[src/sv/set_assoc_cache_tag_round_robin_top_macros.svh]
// Assertion helpers used by sactr_ctrl; clocked on clk, quiet while rst_n is low.
`ifndef SET_ASSOC_CACHE_TAG_ROUND_ROBIN_TOP_MACROS_SVH
`define SET_ASSOC_CACHE_TAG_ROUND_ROBIN_TOP_MACROS_SVH

// same-cycle implication
`define SACTR_ASSERT_NOW(lbl, ante, cons, msg) \
    lbl: assert property (@(posedge clk) disable iff (!rst_n) (ante) |-> (cons)) \
        else $error(msg);

// next-cycle implication
`define SACTR_ASSERT_NEXT(lbl, ante, cons, msg) \
    lbl: assert property (@(posedge clk) disable iff (!rst_n) (ante) |=> (cons)) \
        else $error(msg);

`endif

[src/sv/sactr_pkg.sv]
`timescale 1ns / 1ps

package sactr_pkg;

    localparam int CFG_W = 4;
    localparam int IDX_W = 2;
    localparam int CNT_W = 32;
    localparam int ADR_W = 32;

    typedef enum logic [IDX_W-1:0] {
        REG_BLOCK_SHIFT = 2'd0,
        REG_SET_BITS    = 2'd1,
        REG_WAYS_IN_USE = 2'd2
    } cfg_idx_t;

    typedef enum logic [1:0] {
        ST_CLEAR,
        ST_IDLE,
        ST_LOOKUP
    } state_t;

    typedef struct packed {
        logic [3:0] block_shift;
        logic [3:0] set_bits;
        logic [2:0] ways_in_use;
    } cfg_t;

    typedef struct packed {
        logic       fire;
        logic       hit;
        logic [1:0] way;
    } res_t;

endpackage

[src/sv/sactr_ctrl.sv]
`timescale 1ns / 1ps
`include "set_assoc_cache_tag_round_robin_top_macros.svh"

module sactr_ctrl #(
    parameter int SETS = 256,
    parameter int WAYS = 4,
    parameter int ADDR_BITS = 32,
    localparam int SET_W = (SETS > 1) ? $clog2(SETS) : 1,
    localparam int WAY_W = (WAYS > 1) ? $clog2(WAYS) : 1,
    localparam int TAG_W = (ADDR_BITS < 32) ? ADDR_BITS : 32
) (
    input  logic                              clk,
    input  logic                              rst_n,
    input  logic                              start,
    input  logic [sactr_pkg::ADR_W-1:0]       address,
    input  sactr_pkg::cfg_t                   cfg,
    output logic                              busy,
    output sactr_pkg::res_t                   res,
    // tag memory, one row per set
    output logic                              tag_re,
    output logic [SET_W-1:0]                  tag_rd_addr,
    input  logic [WAYS-1:0][TAG_W-1:0]        tag_rd_data,
    output logic                              tag_we,
    output logic [SET_W-1:0]                  tag_wr_addr,
    output logic [WAYS-1:0][TAG_W-1:0]        tag_wr_data,
    // state memory: {valid per way, victim pointer}
    output logic                              st_re,
    output logic [SET_W-1:0]                  st_rd_addr,
    input  logic [WAYS+WAY_W-1:0]             st_rd_data,
    output logic                              st_we,
    output logic [SET_W-1:0]                  st_wr_addr,
    output logic [WAYS+WAY_W-1:0]             st_wr_data
);

    import sactr_pkg::*;

    localparam int LOG_SETS = $clog2(SETS);
    localparam int CW = 8;
    localparam logic [SET_W-1:0] LAST_SET = SET_W'(SETS - 1);
    localparam logic [31:0] AMASK = (TAG_W >= 32) ? 32'hFFFF_FFFF
                                    : 32'((64'd1 << TAG_W) - 64'd1);

    state_t           state_reg, state_next;
    logic [SET_W-1:0] clr_cnt_reg, clr_cnt_next;
    logic [SET_W-1:0] set_reg, set_next;
    logic [TAG_W-1:0] tag_reg, tag_next;

    logic             accept;
    logic [31:0]      blk;
    logic [31:0]      set_full;
    logic [31:0]      tag_full;
    logic [3:0]       sb_eff;
    logic [2:0]       nw_eff;

    logic [WAYS-1:0]  valid_q;
    logic [WAY_W-1:0] ptr_q;
    logic [WAYS-1:0]  match;
    logic             hit_any;
    logic [WAY_W-1:0] hit_way;
    logic [WAY_W-1:0] v_sel;
    logic [CW-1:0]    v_inc;
    logic [WAY_W-1:0] ptr_new;
    logic [WAYS-1:0]  valid_new;
    logic [WAYS-1:0][TAG_W-1:0] tag_row_new;
    logic             miss_wb;

    assign accept = start && (state_reg == ST_IDLE);

    // address split: drop offset, low bits pick the set, the rest is the tag
    always_comb
    begin
        if (32'(cfg.set_bits) > LOG_SETS)
        begin
            sb_eff = 4'(LOG_SETS);
        end
        else
        begin
            sb_eff = cfg.set_bits;
        end
        blk      = (address & AMASK) >> cfg.block_shift;
        set_full = blk & ~(32'hFFFF_FFFF << sb_eff);
        tag_full = blk >> sb_eff;
        set_next = accept ? set_full[SET_W-1:0] : set_reg;
        tag_next = accept ? tag_full[TAG_W-1:0] : tag_reg;
    end

    always_comb
    begin
        if (cfg.ways_in_use == 3'd0)
        begin
            nw_eff = 3'd1;
        end
        else if (32'(cfg.ways_in_use) > WAYS)
        begin
            nw_eff = 3'(WAYS);
        end
        else
        begin
            nw_eff = cfg.ways_in_use;
        end
    end

    // compare against the row read for this set
    always_comb
    begin
        valid_q = st_rd_data[WAYS+WAY_W-1:WAY_W];
        ptr_q   = st_rd_data[WAY_W-1:0];
        for (int w = 0; w < WAYS; w++)
        begin
            match[w] = valid_q[w] && (tag_rd_data[w] == tag_reg) && (w < int'(nw_eff));
        end
        hit_any = |match;
        hit_way = '0;
        for (int w = WAYS - 1; w >= 0; w--)
        begin
            if (match[w])
            begin
                hit_way = WAY_W'(w);
            end
        end
    end

    // round-robin victim; a stale pointer past the ways in use restarts at way 0
    always_comb
    begin
        if (CW'(ptr_q) >= CW'(nw_eff))
        begin
            v_sel = '0;
        end
        else
        begin
            v_sel = ptr_q;
        end
        v_inc = CW'(v_sel) + CW'(1);
        if (v_inc >= CW'(nw_eff))
        begin
            ptr_new = '0;
        end
        else
        begin
            ptr_new = WAY_W'(v_inc);
        end
        for (int w = 0; w < WAYS; w++)
        begin
            valid_new[w]   = valid_q[w] | (v_sel == WAY_W'(w));
            tag_row_new[w] = (v_sel == WAY_W'(w)) ? tag_reg : tag_rd_data[w];
        end
    end

    // next state
    always_comb
    begin
        state_next   = state_reg;
        clr_cnt_next = clr_cnt_reg;
        unique case (state_reg)
            ST_CLEAR:
            begin
                clr_cnt_next = clr_cnt_reg + 1'b1;
                if (clr_cnt_reg == LAST_SET)
                begin
                    state_next = ST_IDLE;
                end
            end
            ST_IDLE:
            begin
                if (start)
                begin
                    state_next = ST_LOOKUP;
                end
            end
            ST_LOOKUP:
            begin
                state_next = ST_IDLE;
            end
            default:
            begin
                state_next = ST_IDLE;
            end
        endcase
    end

    // outputs
    always_comb
    begin
        busy        = (state_reg != ST_IDLE);
        miss_wb     = (state_reg == ST_LOOKUP) && !hit_any;
        tag_re      = accept;
        tag_rd_addr = set_full[SET_W-1:0];
        st_re       = accept;
        st_rd_addr  = set_full[SET_W-1:0];
        tag_we      = miss_wb;
        tag_wr_addr = set_reg;
        tag_wr_data = tag_row_new;
        st_we       = miss_wb || (state_reg == ST_CLEAR);
        st_wr_addr  = (state_reg == ST_CLEAR) ? clr_cnt_reg : set_reg;
        st_wr_data  = (state_reg == ST_CLEAR) ? '0 : {valid_new, ptr_new};
        res.fire    = (state_reg == ST_LOOKUP);
        res.hit     = hit_any;
        res.way     = hit_any ? 2'(hit_way) : 2'(v_sel);
    end

    always_ff @(posedge clk or negedge rst_n)
    begin
        if (!rst_n)
        begin
            state_reg   <= ST_CLEAR;
            clr_cnt_reg <= '0;
        end
        else
        begin
            state_reg   <= state_next;
            clr_cnt_reg <= clr_cnt_next;
        end
    end

    always_ff @(posedge clk)
    begin
        set_reg <= set_next;
        tag_reg <= tag_next;
    end

    `SACTR_ASSERT_NEXT(a_accept_to_lookup, accept, state_reg == ST_LOOKUP, "beat not looked up")
    `SACTR_ASSERT_NEXT(a_single_lookup, state_reg == ST_LOOKUP, state_reg == ST_IDLE, "stuck")
    `SACTR_ASSERT_NOW(a_no_read_on_write, tag_we || st_we, !tag_re && !st_re, "read during write")
    `SACTR_ASSERT_NOW(a_victim_in_range, res.fire && !res.hit, CW'(v_sel) < CW'(nw_eff), "bad way")

endmodule

[config.mk]
export PLATFORM = sky130hd
export DESIGN_NAME = sactr_ctrl
export DESIGN_NICKNAME = d
export VERILOG_FILES = /design/src/sv/sactr_pkg.sv /design/src/sv/sactr_ctrl.sv
export VERILOG_INCLUDE_DIRS = /design/src /design/src/sv
export SDC_FILE = /design/constraint.sdc
export NUM_CORES = 1
export LEC_CHECK = 0
export BUFFER_PORTS_ARGS = -buffer_cell sky130_fd_sc_hd__buf_4
export CORE_MARGIN = 4
export CORE_UTILIZATION = 46
export DETAILED_ROUTE_END_ITERATION = 8
export PLACE_DENSITY = 0.77
export SYNTH_ARGS = -nofsm -noshare
export SYNTH_HDL_FRONTEND = slang
export SYNTH_SLANG_ARGS = --single-unit
[constraint.sdc]
create_clock -name clk -period 3.6 [get_ports clk]
set_clock_uncertainty 0.15 [all_clocks]
set_input_delay 0.18 -clock clk [delete_from_list [all_inputs] [get_ports clk]]
set_output_delay 0.18 -clock clk [all_outputs]
set_load 0.02 [all_outputs]
==> results.sh, run 1 <==
export IMPL_run_status="finished, final reports clean"
export IMPL_post_synth_edffs=40
export IMPL_dieHeight_um=143
export IMPL_first_iter_violations=1156
export IMPL_tightestPinTransition_ns=0.708
export IMPL_total_area_of_multi_input_combinational_cells_um2=6450
export IMPL_synthMostInstantiatedCell="sky130_fd_sc_hd__mux2_2"
export IMPL_dp_hpwl_mm=31.6
export IMPL_synth_top_cells_by_area="sky130_fd_sc_hd__mux2_2, sky130_fd_sc_hd__edfxtp_1, sky130_fd_sc_hd__mux4_2"
export IMPL_post_route_drc_count=0
export IMPL_timing_critical_path_to_type="output pin"
export IMPL_final_antenna_net_count=0
export IMPL_finalSetupViolations=0
export IMPL_setup_tns_ns=0
export IMPL_cts_tree="yes"
export IMPL_synthFlopType="sky130_fd_sc_hd__edfxtp_1"
export IMPL_seqCellArea_um2=1450
export IMPL_post_place_cells=1403
export IMPL_route_final_wire_length_mm=38.4
export IMPL_drtPass1Iterations=6
export IMPL_cp_arrival_ns=3.06
export IMPL_netlist_top_cell_by_area="sky130_fd_sc_hd__mux2_2"
export IMPL_clkLatencyLatePin_ns=0.29
export IMPL_clock_buffers_created_by_tritoncts=5
export IMPL_cts_hold_buffers=1
export IMPL_most_frequent_cells_after_synthesis="sky130_fd_sc_hd__mux2_2, sky130_fd_sc_hd__clkbuf_1, sky130_fd_sc_hd__xor2_1"
export IMPL_postCtsResizedCells=0
export IMPL_grt_pass1_vias=8609
export IMPL_cts_htree_levels=2
export IMPL_final_instance_count_excl_fill=1415
export IMPL_largest_reg_flops=32
export IMPL_grt_setup_unrepaired="false"
export IMPL_critical_path_cell_chain="xor2_1, nor4_1, nand4_1, or3_1, nand4b_1, a21oi_1, buf_4"
export IMPL_clkTransAtPathRegs_ns=0.07
export IMPL_initial_utilization_pct=46.8
export IMPL_worstSetupStartpointType="register"
export IMPL_number_of_library_cell_types_mapped_by_synthesis=70
export IMPL_ios=355
export IMPL_fillers=1543
export IMPL_slowest_delay_ns=0.64
export IMPL_syn_instance_count=902
export IMPL_critical_path_n_buffers_inverters=1
export IMPL_area_growth_syn_to_layout_pct=33.8
export IMPL_postSynthRegisterBits=50
export IMPL_power_leakage_nw=4.70
export IMPL_achievable_freq_mhz=295
export IMPL_post_synth_instance_area_um2=8430
export IMPL_route_detailed_wl_per_inst_um=27.2
export IMPL_fraction_of_layout_cells_with_a_size_suffix_above_1_pct=50.2
export IMPL_synth_nets=1089
export IMPL_timing_hold_violations_final=0
export IMPL_design_die_area_um2=20600
export IMPL_final_global_route_overflow_total=0
export IMPL_critical_path_s_slowest_cell="sky130_fd_sc_hd__edfxtp_1"
export IMPL_global_route_wire_length_before_repair_mm=54.4
export IMPL_sinks_on_clock_net=50
export IMPL_synth_avg_cell_area_um2=9.35
export IMPL_ctsRootBufferMaster="sky130_fd_sc_hd__clkbuf_16"
export IMPL_worst_hold_path_type="input port to register"
export IMPL_post_cts_setup_buffer_count=0
export IMPL_period_share_pct=94.2
export IMPL_fp_coreArea_um2=18000
export IMPL_crit_required_ns=3.27
export IMPL_floorplan_die_width_um=143
export IMPL_yosysWarningCount=0
export IMPL_setup_worst_path_class="register to output pin"
export IMPL_vias=9143
export IMPL_layout_nets=1369
export IMPL_clk_path_buf_depth=2
export IMPL_place_congestion=1.05
export IMPL_io_buffers=354
export IMPL_fp_row_count=49
export IMPL_grt_antenna_before_repair=3
export IMPL_maxCapViolCount=0
export IMPL_detail_route_vias_per_cell=6.46
export IMPL_pin_count_of_the_biggest_net_entering_global_routing=47
export IMPL_worstPathMaxFanout=8
export IMPL_vdd_drop_max_v=0.000234
export IMPL_cellPowerDensity_nw_per_um2=383
export IMPL_critical_path_top_delay_family="simple AND/OR/NAND/NOR gates"
export IMPL_yosys_area_top_type_share_pct=21.2
export IMPL_timing_final_max_slew_violations=0
export IMPL_global_route_usage_total_pct=34.8
export IMPL_headroom_to_the_max_slew_limit_pct=52.7
export IMPL_part_of_the_yosys_area_used_for_sequential_elements_pct=17.2
export IMPL_final_util_pct=62.6
export IMPL_period_minus_slack_ns=3.39
export IMPL_asyncSetResetFlopFracSynth_pct=20.0
cell type report:
type	count	area share, %
multi-input cells	732	57.2
repair buffers	379	25.4
flip-flops and latches	50	12.9
well taps	229	2.54
clock buffers	5	1.11
inverters	14	0.466
clock inverters	3	0.388
diodes	3	0.0665
layer usage:
metal / wire, µm / track usage, %
met1: 14200 / 44.4
met2: 17800 / 56.2
met3: 4850 / 10.4
met4: 1530 / 12.4
met5: 0 / 0
placed cells by master, fill, tap and decap left out, types with 12 or more instances in the layout:
master / count
sky130_fd_sc_hd__a21oi_1: 34
sky130_fd_sc_hd__buf_4: 377
sky130_fd_sc_hd__edfxtp_1: 40
sky130_fd_sc_hd__mux2_2: 159
sky130_fd_sc_hd__mux2i_1: 28
sky130_fd_sc_hd__mux4_2: 37
sky130_fd_sc_hd__nand2_1: 41
sky130_fd_sc_hd__nand2b_1: 12
sky130_fd_sc_hd__nand3_1: 21
sky130_fd_sc_hd__nand4_1: 23
sky130_fd_sc_hd__nor2_1: 46
sky130_fd_sc_hd__nor3_1: 15
sky130_fd_sc_hd__nor4_1: 21
sky130_fd_sc_hd__o21ai_0: 19
sky130_fd_sc_hd__xnor2_1: 64
sky130_fd_sc_hd__xor2_1: 69
power breakdown:
group          leakage (nW)  switching (mW)  internal, mW  total, mW
combinational          4.12            1.46          1.22       2.68
clock                0.0842           0.214         0.329      0.544
sequential            0.503           0.295         0.804       1.10
worst paths after layout:
check,start,endpoint,slack (ns),cells past startpoint
min reg2reg,clr_cnt_reg[6],clr_cnt_reg[6],0.36,1
max reg2reg,state_reg[0],clr_cnt_reg[5],1.65,5
max in group asynchronous,rst_n,clr_cnt_reg[3],3.05,2
min in group asynchronous,rst_n,clr_cnt_reg[5],0.10,2
max,tag_reg[4],st_we,0.21,7
min,start,state_reg[1],0.02,3
per-stage QoR:
stage / total power, mW / setup slack [ns] / area [µm²] / hold WS [ns]
2_1_floorplan: 2.64 / 0.188 / 8430 / -0.266
3_3_place_gp: 3.71 / 0.461 / 11100 / -0.137
3_5_place_dp: 3.74 / 0.353 / 11100 / -0.134
4_1_cts: 4.29 / 0.341 / 11300 / 0.0168
5_1_grt: 4.50 / 0.0981 / 11300 / 0.0336
6_report: 4.33 / 0.209 / 11300 / 0.0202
kinds of logic after synthesis:
group,synth area share (%)
muxes,36.9
and+or+nand+nor,12.3
AOI/OAI and AO/OA,12.4
xor gates and xnor gates,13.8
buffers and inverters,6.35
DFF,17.2
adders and majority gates,1.04
tightest hold or removal path, stage by stage:
cell                     delay, ns
sky130_fd_sc_hd__buf_4        0.07
sky130_fd_sc_hd__inv_1        0.06
sky130_fd_sc_hd__nor2_1       0.10
Power figures use the tool's default switching activity.
==> inputs of run 2 (changes only) <==
--- a/config.mk
+++ b/config.mk
@@ -6,11 +6,12 @@
 export SDC_FILE = /design/constraint.sdc
 export NUM_CORES = 1
 export LEC_CHECK = 0
+export ABC_AREA = 1
 export BUFFER_PORTS_ARGS = -buffer_cell sky130_fd_sc_hd__buf_4
 export CORE_MARGIN = 4
 export CORE_UTILIZATION = 46
 export DETAILED_ROUTE_END_ITERATION = 8
-export PLACE_DENSITY = 0.77
+export PLACE_DENSITY = 0.78
 export SYNTH_ARGS = -nofsm -noshare
 export SYNTH_HDL_FRONTEND = slang
 export SYNTH_SLANG_ARGS = --single-unit
==> run 2 against run 1 <==
Sequential share of layout area rose by 0.48 points. Area after synthesis down 3.7%. Maximum frequency rose by 11%. Cell area fell by 3.6%. Die area shrank 3.4%. First-iteration DRC count increased by 15%. Sequential power barely moved. Utilization rose by 0.30 points. Worst setup slack gained 0.34 ns. Global-route usage rose by 4.6 points. Critical path depth grew 4. Critical path type unchanged.
==> results.sh, run 2 <==
export IMPL_run_status="finished, final reports clean"
export IMPL_most_frequent_cells_after_synthesis="sky130_fd_sc_hd__nand2_1, sky130_fd_sc_hd__nand3_1, sky130_fd_sc_hd__o21ai_0"
export IMPL_layout_nets=1944
export IMPL_route_final_wire_length_mm=41.7
export IMPL_design_die_area_um2=19800
export IMPL_post_cts_setup_buffer_count=0
export IMPL_commonest_cells_after_routing_fill_and_taps_aside="sky130_fd_sc_hd__nand2_1, sky130_fd_sc_hd__buf_4, sky130_fd_sc_hd__nand3_1, sky130_fd_sc_hd__o21ai_0, sky130_fd_sc_hd__inv_1"
export IMPL_final_antenna_net_count=0
export IMPL_yosys_area_top_type_share_pct=21.5
export IMPL_power_leakage_nw=5.53
export IMPL_worstSetupStartpointType="register"
export IMPL_setup_tns_ns=0
export IMPL_fin_total_pwr_mw=4.27
export IMPL_final_global_route_overflow_total=0
export IMPL_fraction_of_layout_cells_with_a_size_suffix_above_1_pct=22.2
export IMPL_syn_instance_count=1485
export IMPL_place_congestion=1.08
export IMPL_ios=355
export IMPL_switching_component_of_the_power_mw=2.14
export IMPL_cell_internal_pwr_mw=2.13
export IMPL_count_of_antenna_diodes_in_the_layout=0
export IMPL_synthMostInstantiatedCell="sky130_fd_sc_hd__nand2_1"
export IMPL_fin_area_um2=10900
export IMPL_place_worst_setup_slack_ns=0.683
export IMPL_floorplan_die_width_um=141
export IMPL_vdd_drop_max_v=0.000379
export IMPL_final_instance_count_excl_fill=1983
export IMPL_headroom_to_the_max_slew_limit_pct=43.9
export IMPL_global_route_usage_total_pct=39.4
export IMPL_tightestPinTransition_ns=0.838
export IMPL_crit_required_ns=3.27
export IMPL_sinks_on_clock_net=50
export IMPL_finalSetupViolations=0
export IMPL_drtPass1Iterations=6
export IMPL_period_minus_slack_ns=3.05
export IMPL_area_growth_syn_to_layout_pct=33.9
export IMPL_placed_cell_area_um2=10700
export IMPL_synth_nets=1672
export IMPL_comb_power_share_pct=60.7
export IMPL_synthFlopType="sky130_fd_sc_hd__edfxtp_1"
export IMPL_timing_final_max_slew_violations=0
export IMPL_groute_layer_met2_usage_pct=67.9
export IMPL_timing_hold_violations_final=0
export IMPL_global_route_track_usage_on_met1_pct=47.6
export IMPL_fp_coreArea_um2=17300
export IMPL_cts_htree_levels=2
export IMPL_cts_tree="yes"
export IMPL_first_iter_violations=1334
export IMPL_cts_hold_buffers=1
export IMPL_global_route_wire_length_before_repair_mm=61.2
export IMPL_synth_avg_cell_area_um2=5.47
export IMPL_dp_hpwl_mm=34.4
export IMPL_grt_antenna_before_repair=1
export IMPL_postCtsResizedCells=0
export IMPL_gr_max_usage_layer="met2"
export IMPL_post_synth_instance_area_um2=8120
export IMPL_cellPowerDensity_nw_per_um2=392
export IMPL_commonest_non_fill_non_tap_cell_in_the_layout="sky130_fd_sc_hd__nand2_1"
export IMPL_netlist_top_cell_by_area="sky130_fd_sc_hd__nand3_1"
export IMPL_hold_start="start"
export IMPL_largest_reg_flops=32
export IMPL_post_place_cells=1974
export IMPL_pin_count_of_the_biggest_net_entering_global_routing=45
export IMPL_achievable_freq_mhz=327
export IMPL_dieHeight_um=141
export IMPL_initial_utilization_pct=47.0
export IMPL_grt_pass1_vias=10744
export IMPL_setup_worst_path_class="register to output pin"
export IMPL_synth_top_cells_by_area="sky130_fd_sc_hd__nand3_1, sky130_fd_sc_hd__nand2_1, sky130_fd_sc_hd__edfxtp_1"
export IMPL_power_share_switching_pct=50.1
export IMPL_vias=11792
export IMPL_post_synth_edffs=40
export IMPL_r2r_start="state_reg[0]"
export IMPL_maxCapViolCount=0
export IMPL_ctsRootBufferMaster="sky130_fd_sc_hd__clkbuf_16"
export IMPL_number_of_library_cell_types_mapped_by_synthesis=36
export IMPL_period_share_pct=84.8
export IMPL_route_detailed_wl_per_inst_um=21.0
export IMPL_part_of_the_yosys_area_used_for_sequential_elements_pct=17.9
export IMPL_grt_setup_unrepaired="false"
export IMPL_clkTransAtPathRegs_ns=0.07
export IMPL_clock_power_share_pct=14.1
export IMPL_global_route_usage_met3_pct=5.50
export IMPL_postLayoutSetupSlackWorst_ns=0.546
export IMPL_share_seq_of_total_power_pct=25.2
export IMPL_postSynthRegisterBits=50
export IMPL_worstPathMaxFanout=8
export IMPL_timing_critical_path_to_type="output pin"
export IMPL_yosysWarningCount=0
export IMPL_asyncSetResetFlopFracSynth_pct=20.0
export IMPL_io_buffers=354
export IMPL_fp_row_count=48
export IMPL_worst_hold_path_type="input port to register"
export IMPL_clock_buffers_created_by_tritoncts=5
export IMPL_detail_route_vias_per_cell=5.95
export IMPL_critPathLaunch="tag_reg[29]"
export IMPL_clk_path_buf_depth=2
export IMPL_post_route_drc_count=0
export IMPL_clkLatencyLatePin_ns=0.29
export IMPL_cp_arrival_ns=2.72
run 2: changes by cell type in the layout (fill, tap and decap cells not counted), sizes merged, moves of 20 or more:
cell,delta
a21oi,-29
inv,+138
nor4,-20
nand3,+328
nand2,+387
xor2,-42
mux2i,-27
o21ai,+163
nor2,+48
mux4,-42
xnor2,-38
mux2,-165
run 2: cell families after synthesis:
| family | Yosys count | synth area share [%] |
|---|---|---|
| buffers and inverters | 259 | 13.4 |
| AND/OR/NAND/NOR | 899 | 47.8 |
| flip-flops | 50 | 17.9 |
| multiplexers | 1 | 0.123 |
| XOR/XNOR | 53 | 5.71 |
| adder cells (fa/ha/maj) | 7 | 1.08 |
| AO/OA/AOI/OAI | 216 | 14.0 |
run 2: path summary, 6_finish.rpt:
| kind | end | slack, ns | cells after the start |
|---|---|---|---|
| worst max-delay path | st_we | 0.55 | 11 |
| worst min-delay path | state_reg[1] | 0.02 | 3 |
| worst max register to register | clr_cnt_reg[7] | 1.52 | 7 |
| worst min register to register | clr_cnt_reg[3] | 0.36 | 1 |
| max in group asynchronous | clr_cnt_reg[0] | 3.04 | 2 |
| min in group asynchronous | state_reg[0] | 0.11 | 2 |
run 2: metal layers:
| metal | up-vias | wire, µm |
|---|---|---|
| li1 | 5443 | - |
| met1 | 5309 | 14900 |
| met2 | 857 | 19900 |
| met5 | - | 7 |
| met3 | 181 | 4340 |
| met4 | 2 | 2500 |
run 2: final cells by class:
class / instances / area (µm²)
clock buffers: 5 / 125
clock inverters: 3 / 68.8
fillers: 1685 / 6420
inverters: 154 / 578
multi-input cells: 1176 / 5590
flip-flops and latches: 50 / 1450
well taps: 225 / 282
repair buffers: 370 / 2780
run 2: per-stage QoR:
step	utilization [%]	hold slack [ns]
after global routing	62.9	0.0209
after global placement	61.7	-0.136
final	62.9	0.0224
after floorplan	-	-0.266
after CTS	62.9	0.0155
after detailed placement	61.7	-0.133
run 2: power groups by stage:
stage	Combinational [mW]	Sequential, mW	Clock (mW)
2_1_floorplan	1.58	0.891	0
3_3_place_gp	2.51	1.06	0
3_5_place_dp	2.54	1.07	0
4_1_cts	2.55	1.06	0.605
5_1_grt	2.77	1.08	0.629
6_report	2.59	1.08	0.600
run 2: critical path, cell delays in order, from the launching register on:
cell                       delay [ns]
sky130_fd_sc_hd__edfxtp_1        0.72
sky130_fd_sc_hd__inv_1           0.32
sky130_fd_sc_hd__o22ai_1         0.27
sky130_fd_sc_hd__nor2_1          0.06
sky130_fd_sc_hd__nand2_1         0.06
sky130_fd_sc_hd__nor2_1          0.04
sky130_fd_sc_hd__nand3_1         0.10
sky130_fd_sc_hd__nor2_1          0.08
sky130_fd_sc_hd__nor2_1          0.33
sky130_fd_sc_hd__nand3_1         0.20
sky130_fd_sc_hd__nand2_1         0.10
sky130_fd_sc_hd__buf_4           0.14
